**src/hw/rtl/nca_pkg.sv**
```systemverilog
package nca_pkg;

    // default sizes of the stores
    localparam int MAX_CLUSTERS_DEF = 8;
    localparam int MAX_FEATURES_DEF = 16;

    // payload field widths
    localparam int FUNC_W          = 1;
    localparam int CLUSTER_IDX_W   = 3;
    localparam int FEATURE_IDX_W   = 4;
    localparam int VALUE_W         = 16;
    localparam int CLUSTER_OUT_W   = 3;
    localparam int DIST_W          = 36;

    // arithmetic widths
    localparam int MAG_W  = 16;
    localparam int TERM_W = 32;
    localparam int ACC_W  = 37;

    // configuration port
    localparam int CFG_INDEX_W      = 2;
    localparam int CFG_DATA_W       = 5;
    localparam int CLUSTER_COUNT_W  = 4;
    localparam int FEATURE_COUNT_W  = 5;
    localparam logic [CLUSTER_COUNT_W-1:0] CLUSTER_COUNT_RST = 4'd8;
    localparam logic [FEATURE_COUNT_W-1:0] FEATURE_COUNT_RST = 5'd16;

    typedef enum logic [CFG_INDEX_W-1:0] {
        REG_CLUSTER_COUNT = 2'd0,
        REG_FEATURE_COUNT = 2'd1
    } cfg_reg_t;

    typedef enum logic [FUNC_W-1:0] {
        FUNC_WRITE_CENTROID = 1'b0,
        FUNC_FEATURE        = 1'b1
    } func_t;

    typedef enum logic [1:0] {
        ST_IDLE,
        ST_RUN,
        ST_DRAIN,
        ST_FINISH
    } state_t;

    // controller to datapath
    typedef struct packed {
        logic latch;
        logic cwrite;
        logic issue;
        logic load_out;
        logic clear_acc;
    } cmd_t;

    // datapath to controller
    typedef struct packed {
        logic feature_ok;
        logic is_write;
        logic last;
        logic issue_last;
        logic pipe_busy;
    } status_t;

endpackage

```
**src/hw/rtl/nca_sample_if.sv**
```systemverilog
interface nca_sample_if;
    logic                               valid;
    logic                               ready;
    logic [nca_pkg::FUNC_W-1:0]         func;
    logic [nca_pkg::CLUSTER_IDX_W-1:0]  cluster_index;
    logic [nca_pkg::FEATURE_IDX_W-1:0]  feature_index;
    logic signed [nca_pkg::VALUE_W-1:0] sample_value;

    modport source (
        output valid, func, cluster_index, feature_index, sample_value,
        input  ready
    );
    modport sink (
        input  valid, func, cluster_index, feature_index, sample_value,
        output ready
    );
endinterface

```
**src/hw/rtl/nca_result_if.sv**
```systemverilog
interface nca_result_if;
    logic                               valid;
    logic                               ready;
    logic [nca_pkg::CLUSTER_OUT_W-1:0]  nearest_cluster;
    logic [nca_pkg::DIST_W-1:0]         distance_squared;

    modport source (
        output valid, nearest_cluster, distance_squared,
        input  ready
    );
    modport sink (
        input  valid, nearest_cluster, distance_squared,
        output ready
    );
endinterface

```
**src/hw/rtl/nca_cfg_if.sv**
```systemverilog
interface nca_cfg_if;
    logic                             valid;
    logic                             ready;
    logic [nca_pkg::CFG_INDEX_W-1:0]  reg_index;
    logic [nca_pkg::CFG_DATA_W-1:0]   data;

    modport source (
        output valid, reg_index, data,
        input  ready
    );
    modport sink (
        input  valid, reg_index, data,
        output ready
    );
endinterface

```
**src/hw/rtl/nca_datapath.sv**
```systemverilog
module nca_datapath #(
    parameter int MAX_CLUSTERS = nca_pkg::MAX_CLUSTERS_DEF,
    parameter int MAX_FEATURES = nca_pkg::MAX_FEATURES_DEF
) (
    input  logic                                 clk,
    input  logic                                 rst_n,
    input  nca_pkg::cmd_t                        cmd,
    output nca_pkg::status_t                     status,
    input  logic [nca_pkg::FUNC_W-1:0]           in_func,
    input  logic [nca_pkg::CLUSTER_IDX_W-1:0]    in_cluster_index,
    input  logic [nca_pkg::FEATURE_IDX_W-1:0]    in_feature_index,
    input  logic signed [nca_pkg::VALUE_W-1:0]   in_sample_value,
    input  logic                                 cfg_we,
    input  logic [nca_pkg::CFG_INDEX_W-1:0]      cfg_index,
    input  logic [nca_pkg::CFG_DATA_W-1:0]       cfg_data,
    output logic [nca_pkg::CLUSTER_OUT_W-1:0]    out_cluster,
    output logic [nca_pkg::DIST_W-1:0]           out_distance
);

    localparam int DEPTH = MAX_CLUSTERS * MAX_FEATURES;
    localparam int AW    = (DEPTH > 1) ? $clog2(DEPTH) : 1;
    localparam int CW    = $clog2(MAX_CLUSTERS);
    localparam int NCW   = $clog2(MAX_CLUSTERS + 1);
    localparam int NFW   = $clog2(MAX_FEATURES + 1);
    localparam int VW    = nca_pkg::VALUE_W;
    localparam int AccW  = nca_pkg::ACC_W;

    // configuration
    logic [nca_pkg::CLUSTER_COUNT_W-1:0] cluster_count_reg;
    logic [nca_pkg::FEATURE_COUNT_W-1:0] feature_count_reg;
    logic [NCW-1:0] nc;
    logic [NFW-1:0] nf;

    // latched feature
    logic signed [VW-1:0]                value_reg;
    logic [nca_pkg::FEATURE_IDX_W-1:0]   fidx_reg;
    logic                                last_reg;

    // stores
    logic signed [VW-1:0] centroid_mem [DEPTH];
    logic [AccW-1:0]      acc_mem [MAX_CLUSTERS];
    logic [MAX_CLUSTERS-1:0] acc_valid_reg;

    // pipeline
    logic [CW-1:0]        k_reg;
    logic                 s1_v_reg;
    logic [CW-1:0]        s1_k_reg;
    logic                 s1_accv_reg;
    logic signed [VW-1:0] c_rd_reg;
    logic [AccW-1:0]      acc_rd_reg;
    logic                 s2_v_reg;
    logic [CW-1:0]        s2_k_reg;
    logic [AccW-1:0]      s2_acc_reg;
    logic [nca_pkg::TERM_W-1:0] term_reg;

    logic [AccW-1:0] best_reg;
    logic [CW-1:0]   best_k_reg;
    logic [nca_pkg::CLUSTER_OUT_W-1:0] out_cluster_reg;
    logic [nca_pkg::DIST_W-1:0]        out_dist_reg;

    logic                       cwrite_ok;
    logic [AW-1:0]              waddr;
    logic [AW-1:0]              raddr;
    logic signed [VW:0]         diff;
    logic [nca_pkg::MAG_W-1:0]  mag;
    logic [nca_pkg::TERM_W-1:0] term_next;
    logic [AccW:0]              sum;
    logic [AccW-1:0]            acc_next;
    logic                       best_take;

    // effective counts, saturated into range
    always_comb
    begin
        if (cluster_count_reg == '0)
            nc = NCW'(1);
        else if (32'(cluster_count_reg) > MAX_CLUSTERS)
            nc = NCW'(MAX_CLUSTERS);
        else
            nc = NCW'(cluster_count_reg);

        if (feature_count_reg == '0)
            nf = NFW'(1);
        else if (32'(feature_count_reg) > MAX_FEATURES)
            nf = NFW'(MAX_FEATURES);
        else
            nf = NFW'(feature_count_reg);
    end

    assign status.feature_ok = (in_func == nca_pkg::FUNC_FEATURE)
                               && (32'(in_feature_index) < 32'(nf));
    assign status.is_write   = (in_func == nca_pkg::FUNC_WRITE_CENTROID);
    assign status.last       = last_reg;
    assign status.issue_last = (k_reg == CW'(MAX_CLUSTERS - 1));
    assign status.pipe_busy  = s1_v_reg | s2_v_reg;

    assign cwrite_ok = cmd.cwrite && (32'(in_cluster_index) < MAX_CLUSTERS)
                       && (32'(in_feature_index) < MAX_FEATURES);
    assign waddr = AW'(32'(in_cluster_index) * MAX_FEATURES + 32'(in_feature_index));
    assign raddr = AW'(32'(k_reg) * MAX_FEATURES + 32'(fidx_reg));

    // stage 1: difference and square
    assign diff      = (VW+1)'(c_rd_reg) - (VW+1)'(value_reg);
    assign mag       = diff[VW] ? nca_pkg::MAG_W'(-diff) : diff[VW-1:0];
    assign term_next = nca_pkg::TERM_W'(mag) * nca_pkg::TERM_W'(mag);

    // stage 2: accumulate with saturation, running minimum
    assign sum       = {1'b0, s2_acc_reg} + (AccW+1)'(term_reg);
    assign acc_next  = sum[AccW] ? {AccW{1'b1}} : sum[AccW-1:0];
    assign best_take = s2_v_reg && (32'(s2_k_reg) < 32'(nc))
                       && ((s2_k_reg == '0) || (acc_next < best_reg));

    always_ff @(posedge clk or negedge rst_n)
    begin
        if (!rst_n)
        begin
            cluster_count_reg <= nca_pkg::CLUSTER_COUNT_RST;
            feature_count_reg <= nca_pkg::FEATURE_COUNT_RST;
            k_reg             <= '0;
            s1_v_reg          <= 1'b0;
            s2_v_reg          <= 1'b0;
            acc_valid_reg     <= '0;
        end
        else
        begin
            if (cfg_we)
            begin
                unique case (cfg_index)
                    nca_pkg::REG_CLUSTER_COUNT:
                        cluster_count_reg <= cfg_data[nca_pkg::CLUSTER_COUNT_W-1:0];
                    nca_pkg::REG_FEATURE_COUNT:
                        feature_count_reg <= cfg_data[nca_pkg::FEATURE_COUNT_W-1:0];
                    default:
                    begin
                    end
                endcase
            end

            if (cmd.latch)
                k_reg <= '0;
            else if (cmd.issue)
                k_reg <= k_reg + CW'(1);

            s1_v_reg <= cmd.issue;
            s2_v_reg <= s1_v_reg;

            if (cmd.clear_acc)
                acc_valid_reg <= '0;
            else if (s2_v_reg)
                acc_valid_reg[s2_k_reg] <= 1'b1;
        end
    end

    always_ff @(posedge clk)
    begin
        if (cmd.latch)
        begin
            value_reg <= in_sample_value;
            fidx_reg  <= in_feature_index;
            last_reg  <= (32'(in_feature_index) == 32'(nf) - 32'd1);
        end

        if (cwrite_ok)
            centroid_mem[waddr] <= in_sample_value;

        if (cmd.issue)
        begin
            c_rd_reg    <= centroid_mem[raddr];
            acc_rd_reg  <= acc_mem[k_reg];
            s1_k_reg    <= k_reg;
            s1_accv_reg <= acc_valid_reg[k_reg] && (fidx_reg != '0);
        end

        s2_k_reg   <= s1_k_reg;
        s2_acc_reg <= s1_accv_reg ? acc_rd_reg : '0;
        term_reg   <= term_next;

        if (s2_v_reg)
            acc_mem[s2_k_reg] <= acc_next;

        if (best_take)
        begin
            best_reg   <= acc_next;
            best_k_reg <= s2_k_reg;
        end

        if (cmd.load_out)
        begin
            out_cluster_reg <= nca_pkg::CLUSTER_OUT_W'(best_k_reg);
            out_dist_reg    <= best_reg[AccW-1] ? {nca_pkg::DIST_W{1'b1}}
                                                : best_reg[nca_pkg::DIST_W-1:0];
        end
    end

    assign out_cluster  = out_cluster_reg;
    assign out_distance = out_dist_reg;

endmodule

```
**src/hw/rtl/nca_ctrl.sv**
```systemverilog
module nca_ctrl (
    input  logic              clk,
    input  logic              rst_n,
    input  logic              in_valid,
    output logic              in_ready,
    output logic              out_valid,
    input  logic              out_ready,
    input  nca_pkg::status_t  status,
    output nca_pkg::cmd_t     cmd
);

    nca_pkg::state_t state_reg;
    nca_pkg::state_t state_next;
    logic            out_valid_reg;
    logic            out_valid_next;
    logic            out_free;

    assign out_free = !out_valid_reg || out_ready;

    always_comb
    begin
        state_next = state_reg;
        unique case (state_reg)
            nca_pkg::ST_IDLE:
                if (in_valid && status.feature_ok)
                    state_next = nca_pkg::ST_RUN;
            nca_pkg::ST_RUN:
                if (status.issue_last)
                    state_next = nca_pkg::ST_DRAIN;
            nca_pkg::ST_DRAIN:
                if (!status.pipe_busy)
                    state_next = status.last ? nca_pkg::ST_FINISH : nca_pkg::ST_IDLE;
            nca_pkg::ST_FINISH:
                if (out_free)
                    state_next = nca_pkg::ST_IDLE;
            default:
                state_next = nca_pkg::ST_IDLE;
        endcase
    end

    always_comb
    begin
        in_ready = 1'b0;
        cmd      = '0;
        unique case (state_reg)
            nca_pkg::ST_IDLE:
            begin
                in_ready   = 1'b1;
                cmd.latch  = in_valid;
                cmd.cwrite = in_valid && status.is_write;
            end
            nca_pkg::ST_RUN:
                cmd.issue = 1'b1;
            nca_pkg::ST_DRAIN:
            begin
            end
            nca_pkg::ST_FINISH:
            begin
                cmd.load_out  = out_free;
                cmd.clear_acc = out_free;
            end
            default:
            begin
            end
        endcase
    end

    always_comb
    begin
        if (cmd.load_out)
            out_valid_next = 1'b1;
        else if (out_ready)
            out_valid_next = 1'b0;
        else
            out_valid_next = out_valid_reg;
    end

    always_ff @(posedge clk or negedge rst_n)
    begin
        if (!rst_n)
        begin
            state_reg     <= nca_pkg::ST_IDLE;
            out_valid_reg <= 1'b0;
        end
        else
        begin
            state_reg     <= state_next;
            out_valid_reg <= out_valid_next;
        end
    end

    assign out_valid = out_valid_reg;

    // result is only taken once every cluster has left the pipeline
    a_load_after_drain: assert property (@(posedge clk) disable iff (!rst_n)
        cmd.load_out |-> !status.pipe_busy)
        else $error("result loaded while pipeline busy");

    // a pending result is never overwritten
    a_no_overwrite: assert property (@(posedge clk) disable iff (!rst_n)
        cmd.load_out |-> (!out_valid_reg || out_ready))
        else $error("pending result overwritten");

    // last cluster issued moves the sequencer on to drain
    a_run_to_drain: assert property (@(posedge clk) disable iff (!rst_n)
        (state_reg == nca_pkg::ST_RUN && status.issue_last)
        |=> (state_reg == nca_pkg::ST_DRAIN))
        else $error("sequencer did not leave run");

endmodule

```
**src/hw/rtl/nearest_centroid_assign.sv**
```systemverilog
// nearest centroid classifier with squared euclidean distance
//
// sample channel: each item is either a centroid element write (func = 0,
// stored at cluster_index/feature_index) or one feature of a sample
// (func = 1). features update one 37-bit accumulator per cluster; the feature
// at index feature_count-1 produces one result item on the result channel:
// the nearest cluster (ties to the lowest index) and its squared distance.
// cfg channel: index 0 cluster_count, index 1 feature_count, always ready;
// write only while the block is idle.
//
// timing: a centroid write is stored when it is accepted. a feature goes
// one cycle per cluster through the single centroid read port and the
// shared squaring multiplier, then drains through the three-stage
// read/square/accumulate pipeline; no new item is taken meanwhile. the last
// feature of a sample then loads the result register once it is free.
// reset clears the accumulators (valid bits) and sets the registers to 8 and
// 16; the centroid store holds nothing until written. if the receiver stalls,
// the result waits in its register and the next sample can still be fed in
// up to its last feature, which then waits until the result is taken.
module nearest_centroid_assign #(
    parameter int MAX_CLUSTERS = nca_pkg::MAX_CLUSTERS_DEF,
    parameter int MAX_FEATURES = nca_pkg::MAX_FEATURES_DEF
) (
    input  logic          clk,
    input  logic          rst_n,
    nca_sample_if.sink    sample,
    nca_result_if.source  result,
    nca_cfg_if.sink       cfg
);

    nca_pkg::cmd_t    cmd;
    nca_pkg::status_t status;

    // configuration registers take a write every cycle
    assign cfg.ready = 1'b1;

    // sequencer: accept, issue one cluster per cycle, drain, deliver
    nca_ctrl u_ctrl (
        .clk       (clk),
        .rst_n     (rst_n),
        .in_valid  (sample.valid),
        .in_ready  (sample.ready),
        .out_valid (result.valid),
        .out_ready (result.ready),
        .status    (status),
        .cmd       (cmd)
    );

    // stores, squaring pipeline, minimum search and result register
    nca_datapath #(
        .MAX_CLUSTERS (MAX_CLUSTERS),
        .MAX_FEATURES (MAX_FEATURES)
    ) u_datapath (
        .clk              (clk),
        .rst_n            (rst_n),
        .cmd              (cmd),
        .status           (status),
        .in_func          (sample.func),
        .in_cluster_index (sample.cluster_index),
        .in_feature_index (sample.feature_index),
        .in_sample_value  (sample.sample_value),
        .cfg_we           (cfg.valid),
        .cfg_index        (cfg.reg_index),
        .cfg_data         (cfg.data),
        .out_cluster      (result.nearest_cluster),
        .out_distance     (result.distance_squared)
    );

endmodule

```
**src/flat_wrapper.sv**
```systemverilog
// flat-port wrapper written by rule: the top's interface ports become plain ports
module nearest_centroid_assign_flat 
#(
    parameter int MAX_CLUSTERS = nca_pkg::MAX_CLUSTERS_DEF,
    parameter int MAX_FEATURES = nca_pkg::MAX_FEATURES_DEF
)
  (clk, rst_n, sample_valid, sample_func, sample_cluster_index, sample_feature_index, sample_sample_value, sample_ready, result_valid, result_nearest_cluster, result_distance_squared, result_ready, cfg_valid, cfg_reg_index, cfg_data, cfg_ready);
  nca_sample_if sample_i ();
  nca_result_if result_i ();
  nca_cfg_if cfg_i ();
  input  logic clk;
  input  logic rst_n;
  input wire logic [$bits(sample_i.valid)-1:0] sample_valid;
  input wire logic [$bits(sample_i.func)-1:0] sample_func;
  input wire logic [$bits(sample_i.cluster_index)-1:0] sample_cluster_index;
  input wire logic [$bits(sample_i.feature_index)-1:0] sample_feature_index;
  input wire logic [$bits(sample_i.sample_value)-1:0] sample_sample_value;
  output wire logic [$bits(sample_i.ready)-1:0] sample_ready;
  output wire logic [$bits(result_i.valid)-1:0] result_valid;
  output wire logic [$bits(result_i.nearest_cluster)-1:0] result_nearest_cluster;
  output wire logic [$bits(result_i.distance_squared)-1:0] result_distance_squared;
  input wire logic [$bits(result_i.ready)-1:0] result_ready;
  input wire logic [$bits(cfg_i.valid)-1:0] cfg_valid;
  input wire logic [$bits(cfg_i.reg_index)-1:0] cfg_reg_index;
  input wire logic [$bits(cfg_i.data)-1:0] cfg_data;
  output wire logic [$bits(cfg_i.ready)-1:0] cfg_ready;
  assign sample_i.valid = sample_valid;
  assign sample_i.func = sample_func;
  assign sample_i.cluster_index = sample_cluster_index;
  assign sample_i.feature_index = sample_feature_index;
  assign sample_i.sample_value = sample_sample_value;
  assign sample_ready = sample_i.ready;
  assign result_valid = result_i.valid;
  assign result_nearest_cluster = result_i.nearest_cluster;
  assign result_distance_squared = result_i.distance_squared;
  assign result_i.ready = result_ready;
  assign cfg_i.valid = cfg_valid;
  assign cfg_i.reg_index = cfg_reg_index;
  assign cfg_i.data = cfg_data;
  assign cfg_ready = cfg_i.ready;
  nearest_centroid_assign #(.MAX_CLUSTERS(MAX_CLUSTERS), .MAX_FEATURES(MAX_FEATURES)) u_core (.clk(clk), .rst_n(rst_n), .sample(sample_i), .result(result_i), .cfg(cfg_i));
endmodule
```
**config.mk**
```make
export PLATFORM = sky130hd
export DESIGN_NAME = nearest_centroid_assign_flat
export DESIGN_NICKNAME = d
export VERILOG_FILES = /design/src/hw/rtl/nca_pkg.sv /design/src/hw/rtl/nca_sample_if.sv /design/src/hw/rtl/nca_result_if.sv /design/src/hw/rtl/nca_cfg_if.sv /design/src/hw/rtl/nca_datapath.sv /design/src/hw/rtl/nca_ctrl.sv /design/src/hw/rtl/nearest_centroid_assign.sv /design/src/flat_wrapper.sv
export SDC_FILE = /design/constraint.sdc
export NUM_CORES = 2
export LEC_CHECK = 0
export BUFFER_PORTS_ARGS = -buffer_cell sky130_fd_sc_hd__buf_2
export CORE_MARGIN = 2
export CORE_UTILIZATION = 35
export DETAILED_ROUTE_END_ITERATION = 8
export MAX_ROUTING_LAYER = met4
export PLACE_DENSITY_LB_ADDON = 0.12
export SLEW_MARGIN = 20
export SYNTH_ARGS = -nofsm -noshare
export SYNTH_HDL_FRONTEND = slang
export SYNTH_SLANG_ARGS = --single-unit
```
**constraint.sdc**
```tcl
create_clock -name clk -period 10.73 [get_ports clk]
set_input_delay 2.6825 -clock clk [delete_from_list [all_inputs] [get_ports clk]]
set_output_delay 2.6825 -clock clk [all_outputs]
set_load 0.01 [all_outputs]
```
After elaboration in Yosys (flattened, before gate mapping)
Memory sizes are Yosys's and may differ from the RTL's. A register that Yosys moved wholly into a read port is not among the register bits.
Index checks and enable logic that the tools add are counted.
W data, S select, Z words.
{"block": "classes", "addsub": 7, "n_mul": 1, "order_cmp": 8, "eq_ne": 10, "mux": 30, "bitwise_logic": 3, "reduce_logical": 22}
{"cell": "$add A37 B32 Y38", "n": 1}
{"cell": "$lt A37 B37 Y1", "n": 1}
{"cell": "$mux W37", "n": 1}
{"cell": "$eq A4 B32 Y1", "n": 1}
{"cell": "$mul A16 B16 Y32", "n": 1}
{"cell": "$sub A16 B16 Y17", "n": 1}
{"cell": "$mux W16", "n": 1}
{"cell": "$mux W8", "n": 2}
{"cell": "$neg A16 Y16", "n": 1}
{"cell": "$add A7 B4 Y7", "n": 2}
{"cell": "$mux W2", "n": 7}
{"cell": "$mux W1", "n": 10}
{"cell": "$mux W5", "n": 2}
{"cell": "$lt A3 B4 Y1 const B", "n": 2}
{"cell": "$mux W4", "n": 2}
{"cell": "$or A8 B8 Y8", "n": 1}
{"cell": "$pmux W2 S4", "n": 1}
{"cell": "$logic_and A1 B1 Y1", "n": 7}
{"cell": "$mux W3", "n": 2}
{"cell": "$ne A2 B2 Y1 const B", "n": 3}
{"cell": "$reduce_bool A2 Y1", "n": 3}
{"cell": "$sub A5 B1 Y6 const B", "n": 1}
{"cell": "$gt A5 B5 Y1 const B", "n": 1}
{"cell": "$logic_not A5 Y1", "n": 1}
{"cell": "other kinds (21)", "n": 26}
{"block": "word_totals", "regBits": 201, "ram_bits": 2344, "memories": 2}
{"memory": "u_core.u_datapath.centroid_mem", "depth": 128, "width": 16, "rd": 1, "rd_clocked_by_memory_dff": 1, "write_ports": 1, "line": "nca_datapath.sv:40", "source": "logic signed [VW-1:0] centroid_mem [DEPTH];"}
{"memory": "u_core.u_datapath.acc_mem", "depth": 8, "width": 37, "rd": 1, "rd_clocked_by_memory_dff": 1, "write_ports": 1, "line": "nca_datapath.sv:41", "source": "logic [AccW-1:0] acc_mem [MAX_CLUSTERS];"}

Longest topological paths before layout
{"block": "depth", "ltp_word": 8, "mapped_depth": 38}

Modules after synthesis
From an unflattened synthesis, not the netlist that was laid out.
{"block": "hier_totals", "hier_cells": 5347, "hier_area_um2": 108172.5}
{"module": "nca_datapath", "n_inst": 1, "cells_each": 5324, "area_each_um2": 107974.8}
{"module": "nca_ctrl", "n_inst": 1, "cells_each": 21, "area_each_um2": 186.4}
{"module": "nearest_centroid_assign", "n_inst": 1, "cells_each": 2, "area_each_um2": 11.3}

Worst setup path before layout
No wires, ideal clock.
{"block": "synth_path", "kind": "register to register", "startpoint": "register u_core.u_datapath.value_reg[0]", "endpoint": "register u_core.u_datapath.term_reg[30] (netlist name)", "t_arrival_ps": 8348, "required_ps": 10658, "slack_ps": 2310, "stages_incl_launch_ff": 32, "path_buffers": 1, "period_less_slack_ps": 8420, "path_cell_list": "edfxtp_1 > ha_1 > fa_1 > nand2b_1 > a211oi_2 > o21a_4 > a311oi_2 > o31ai_2 > o31a_1 > buf_4 > a21oi_2 > xnor2_1 > nand2_1 > fa_1 > inv_1 > fa_1 > inv_1 > fa_1 > fa_1 > inv_1 > fa_1 > fa_1 > ha_1 > a21o_1 > a21o_1 > or3_1 > o21a_1 > a41oi_1 > a22oi_1 > a41o_1 > o41ai_1 > xnor2_1"}
{"block": "synth_between", "elab_chain_cells": 4}
{"element": "start: declaration", "line": "nca_datapath.sv:35", "source": "logic signed [VW-1:0] value_reg;"}
{"element": "start signal: assignment", "line": "nca_datapath.sv:157", "source": "value_reg <= in_sample_value;"}
{"element": "$sub A16 B16 Y17 *", "line": "nca_datapath.sv:102", "source": "assign diff = (VW+1)'(c_rd_reg) - (VW+1)'(value_reg);"}
{"element": "$neg A16 Y16", "line": "nca_datapath.sv:103", "source": "assign mag = diff[VW] ? nca_pkg::MAG_W'(-diff) : diff[VW-1:0];"}
{"element": "$mux W16 *", "line": "nca_datapath.sv:103"}
{"element": "$mul A16 B16 Y32 *", "line": "nca_datapath.sv:104", "source": "assign term_next = nca_pkg::TERM_W'(mag) * nca_pkg::TERM_W'(mag);"}
{"element": "named net u_core.u_datapath.term_next (one bit)", "line": "nca_datapath.sv:66", "source": "logic [nca_pkg::TERM_W-1:0] term_next;"}
{"element": "end signal: assignment", "line": "nca_datapath.sv:175", "source": "term_reg <= term_next;"}
{"element": "end: declaration", "line": "nca_datapath.sv:54", "source": "logic [nca_pkg::TERM_W-1:0] term_reg;"}
The timed path passes the listed nets; every way through them passes the cells marked *.
A chain may end at the register's enable or synchronous reset.

Worst setup path after layout
Ends and elaborated chain as after synthesis.

==> impl_results.md <==
* Largest net degree at the start of global routing at 114
* Gpl congestion at 0.817
* Register area at 77200 sq um
* Synth Register Bits at 2597
* Seq/Total Area, Yosys at 0.713
* Via density at 5.18
* Clock Tree Buf Depth at 4
* Least-Margin Pin Slew at between 1 and 1.5 ns
* Skew-Pair Late Insertion Delay at ~0.89 ns
* CP Data Arrival Time at 10.08 ns
* I/O pin cnt at 78
* Most frequent cells in the layout: 2501 x edfxtp_1, 748 x mux4_2, 302 x inv_1
* Period utilization at 0.865
* Root Driver: clkbuf_16
* FILL cells at 27500
* Footprint of the multi-input gates at 29400 sq um
* Unique masters post-synth at 91
* Setup bufs post-CTS at 0
* Largest reg by FF count: u_core.u_datapath.centroid_mem
* Slew HR at 0.218
* Hold Path Class: reg -> reg
* Most common cell after layout, fill and taps aside: edfxtp_1
* Gate Count Post-Synth at 5320
* Crit start category: flop
* Final WL at 287000 um
* Post-synth top flop: edfxtp_1
* Placed Cells at 9485
* DIE WIDTH at 560 um
* Number of nets with antenna violations after routing at 0
* First-pass DRT Iterations at 5
* NumNets Final at 6049
* DR vias at 51900
* Vias in the first global route at 54200
* Initial antenna violation count at 17
* Max incr delay on CP at 0.58 ns
* Mapped Nets at between 5000 and 6000
* Max frequency at 108 MHz
* Rows at 204
* Fin. Hold Viols at 0
* Clock tree sinks at 2597
* PortBufs at 76
* Yosys warning count at 0
* Chip height at 560 um
* Post-DR wirelength/cell at 28.7 um
* Minimum clock period after layout at between 9 and 10 ns
* Xor/xnor share of the synthesized area at 0.00727
* Synth Area in Compound Gates at 0.0181
* Number of flip-flops in the largest register at 2048
* Largest family of logic cells by synthesized area: multiplexers
* DIE AREA at about 310000 sq um
* Post-CTS Resized at 0
* Critical Path Fanout Max at 8
* Worst Setup End Kind: flop
* Required @ worst endpoint at 11.52 ns
* CTS clk-pin slew, worst paths at 0.06 ns
* Initial core utilization at 0.351
* Mapped Area at 108000 sq um
* DRT iter0 DRCs at between 4000 and 5000
* Hold_buf cts at 0
* Area Overhead vs Synth at 14.7%
* RSZ-0062 raised after global routing: no
* Num CTS Buffers at 293
* Core area at 308000 sq um
* Max-cap violations at 0
* Most used cell, CP: fa_1
* All-Layer GR Usage at 0.187
* # setup viols final at 0
* Mux share of post-synthesis cell area at 0.163
* Top flop regs: u_core.u_datapath.centroid_mem: 2048 flops, u_core.u_datapath.acc_mem: 296 flops
* CTS tree: done
* Share of post-route cells with drive strength above 1 at 0.277
* First-pass GRT wire length at 411000 um
* Critical-path top delay cell: fa_1
* Non-filler cells, final at 10000
* Synth Area in Adders at 0.0521
* Dpl hpwl at 172000 um
* Post-synth EDFFs at 2501
* Synthesized area per cell at 20.3 sq um
* GRT overflow at 0
* Clk_skew at 0.0583 ns
* H-tree levels at 5
* Status: complete, no violations
* Asr flop ratio synth at 0.00963
* Final Max Tran Viols at 0
* Simple-gate share of the synthesized area at 0.0281
* Drt drc at 0
* Critical Setup Path Class: reg -> reg
* Final setup TNS at 0 ns
-- cell usage after synthesis, types with 6 or more instances --
| master | count | area share |
|---|---|---|
| a211o_1 | 6 | 0.00049 |
| o21bai_1 | 8 | 0.00056 |
| o21a_1 | 14 | 0.00097 |
| a211oi_1 | 12 | 0.00083 |
| clkbuf_1 | 134 | 0.0046 |
| mux4_2 | 748 | 0.16 |
| mux2_2 | 65 | 0.0068 |
| or3_1 | 6 | 0.00035 |
| nor2_1 | 275 | 0.0095 |
| nor3_1 | 29 | 0.0013 |
| dfxtp_1 | 71 | 0.013 |
| and2_1 | 41 | 0.0024 |
| inv_2 | 10 | 0.00035 |
| and3_1 | 11 | 0.00064 |
| nor4_1 | 6 | 0.00035 |
| o21ai_1 | 7 | 0.00032 |
| nand2_1 | 180 | 0.0062 |
| o21ai_0 | 46 | 0.0021 |
| inv_1 | 303 | 0.011 |
| nand3_1 | 27 | 0.0012 |
| xnor2_1 | 44 | 0.0036 |
| ha_1 | 190 | 0.022 |
| buf_1 | 47 | 0.0016 |
| nor2b_1 | 19 | 0.0011 |
| fa_1 | 163 | 0.030 |
| nand4_1 | 14 | 0.00081 |
| edfxtp_1 | 2501 | 0.69 |
| dfrtp_1 | 23 | 0.0053 |
| buf_2 | 20 | 0.00093 |
| xor2_1 | 29 | 0.0023 |
| a21o_1 | 41 | 0.0028 |
| nand2b_1 | 27 | 0.0016 |
| or2_2 | 7 | 0.00040 |
| a21oi_1 | 77 | 0.0036 |
| a31oi_1 | 7 | 0.00040 |
-- final timing paths --
| path | from | to | slack (ns) | depth (start not counted) |
|---|---|---|---|---|
| setup / recovery | u_core.u_datapath.value_reg[0]$_DFFE_PP_ | u_core.u_datapath.term_reg[30]$_DFF_P_ | 1.44 | 30 |
| hold / removal | u_core.u_datapath.s1_k_reg[2]$_DFFE_PP_ | u_core.u_datapath.s2_k_reg[2]$_DFF_P_ | 0.34 | 0 |
| setup reg to reg | u_core.u_datapath.value_reg[0]$_DFFE_PP_ | u_core.u_datapath.term_reg[30]$_DFF_P_ | 1.44 | 30 |
| hold reg to reg | u_core.u_datapath.s1_k_reg[2]$_DFFE_PP_ | u_core.u_datapath.s2_k_reg[2]$_DFF_P_ | 0.34 | 0 |
| max in group asynchronous | rst_n | u_core.u_datapath.k_reg[0]$_DFFE_PN0P_ | 8.45 | 1 |
| min in group asynchronous | rst_n | u_core.u_ctrl.state_reg[1]$_DFFE_PN0P_ | 1.80 | 1 |
-- logic make-up after synthesis --
| family | after synthesis |
|---|---|
| buf+inv | 519 |
| compound gates | 286 |
| simple gates | 666 |
| flops | 2597 |
| other cells | 1 |
| mux | 817 |
| xor+xnor | 81 |
| fa+ha+maj | 353 |
-- critical path, delay by kind of cell (launching register included) --
| kind | cells | cell delay, ns |
|---|---|---|
| adder cells (fa/ha/maj) | 9 | 4.02 |
| AO/OA/AOI/OAI | 11 | 2.51 |
| AND/OR/NAND/NOR | 5 | 1.53 |
| XOR/XNOR | 2 | 0.65 |
| flip-flops | 1 | 0.36 |
| buffers and inverters | 3 | 0.14 |
-- metal layers --
metal / vias to the layer above / GRT usage / share of wire
met2: 1238 / 0.298 / 0.49
met4: 0 / 0.0397 / 0.019
met1: 28200 / 0.256 / 0.45
met3: 330 / 0.0273 / 0.044
li1: 22100 / - / -
met5: - / - / 0
-- per-stage QoR --
step                      cell area [sq um]  hold slack [ns]  setup slack, ns  utilization
after floorplan                      108000            0.323             2.31            -
after global placement               115000            0.324             1.52        0.372
after detailed placement             115000            0.327             1.46        0.372
after CTS                            124000            0.340             1.43        0.403
after global routing                 124000            0.348            0.779        0.403
final                                124000            0.338             1.44        0.403
-- final cells by class --
class,count,share of cell area
Timing Repair Buffer,251,0.0149
Antenna cell,14,0.000282
Clock inverter,156,0.0122
Sequential cell,2597,0.622
Multi-Input combinational cell,2204,0.237
Tap cell,4120,0.0415
Clock buffer,364,0.0633
Inverter,313,0.00947
Power is not shown: default switching activity piles up to over one toggle a cycle in this logic, so the estimate is an artifact.
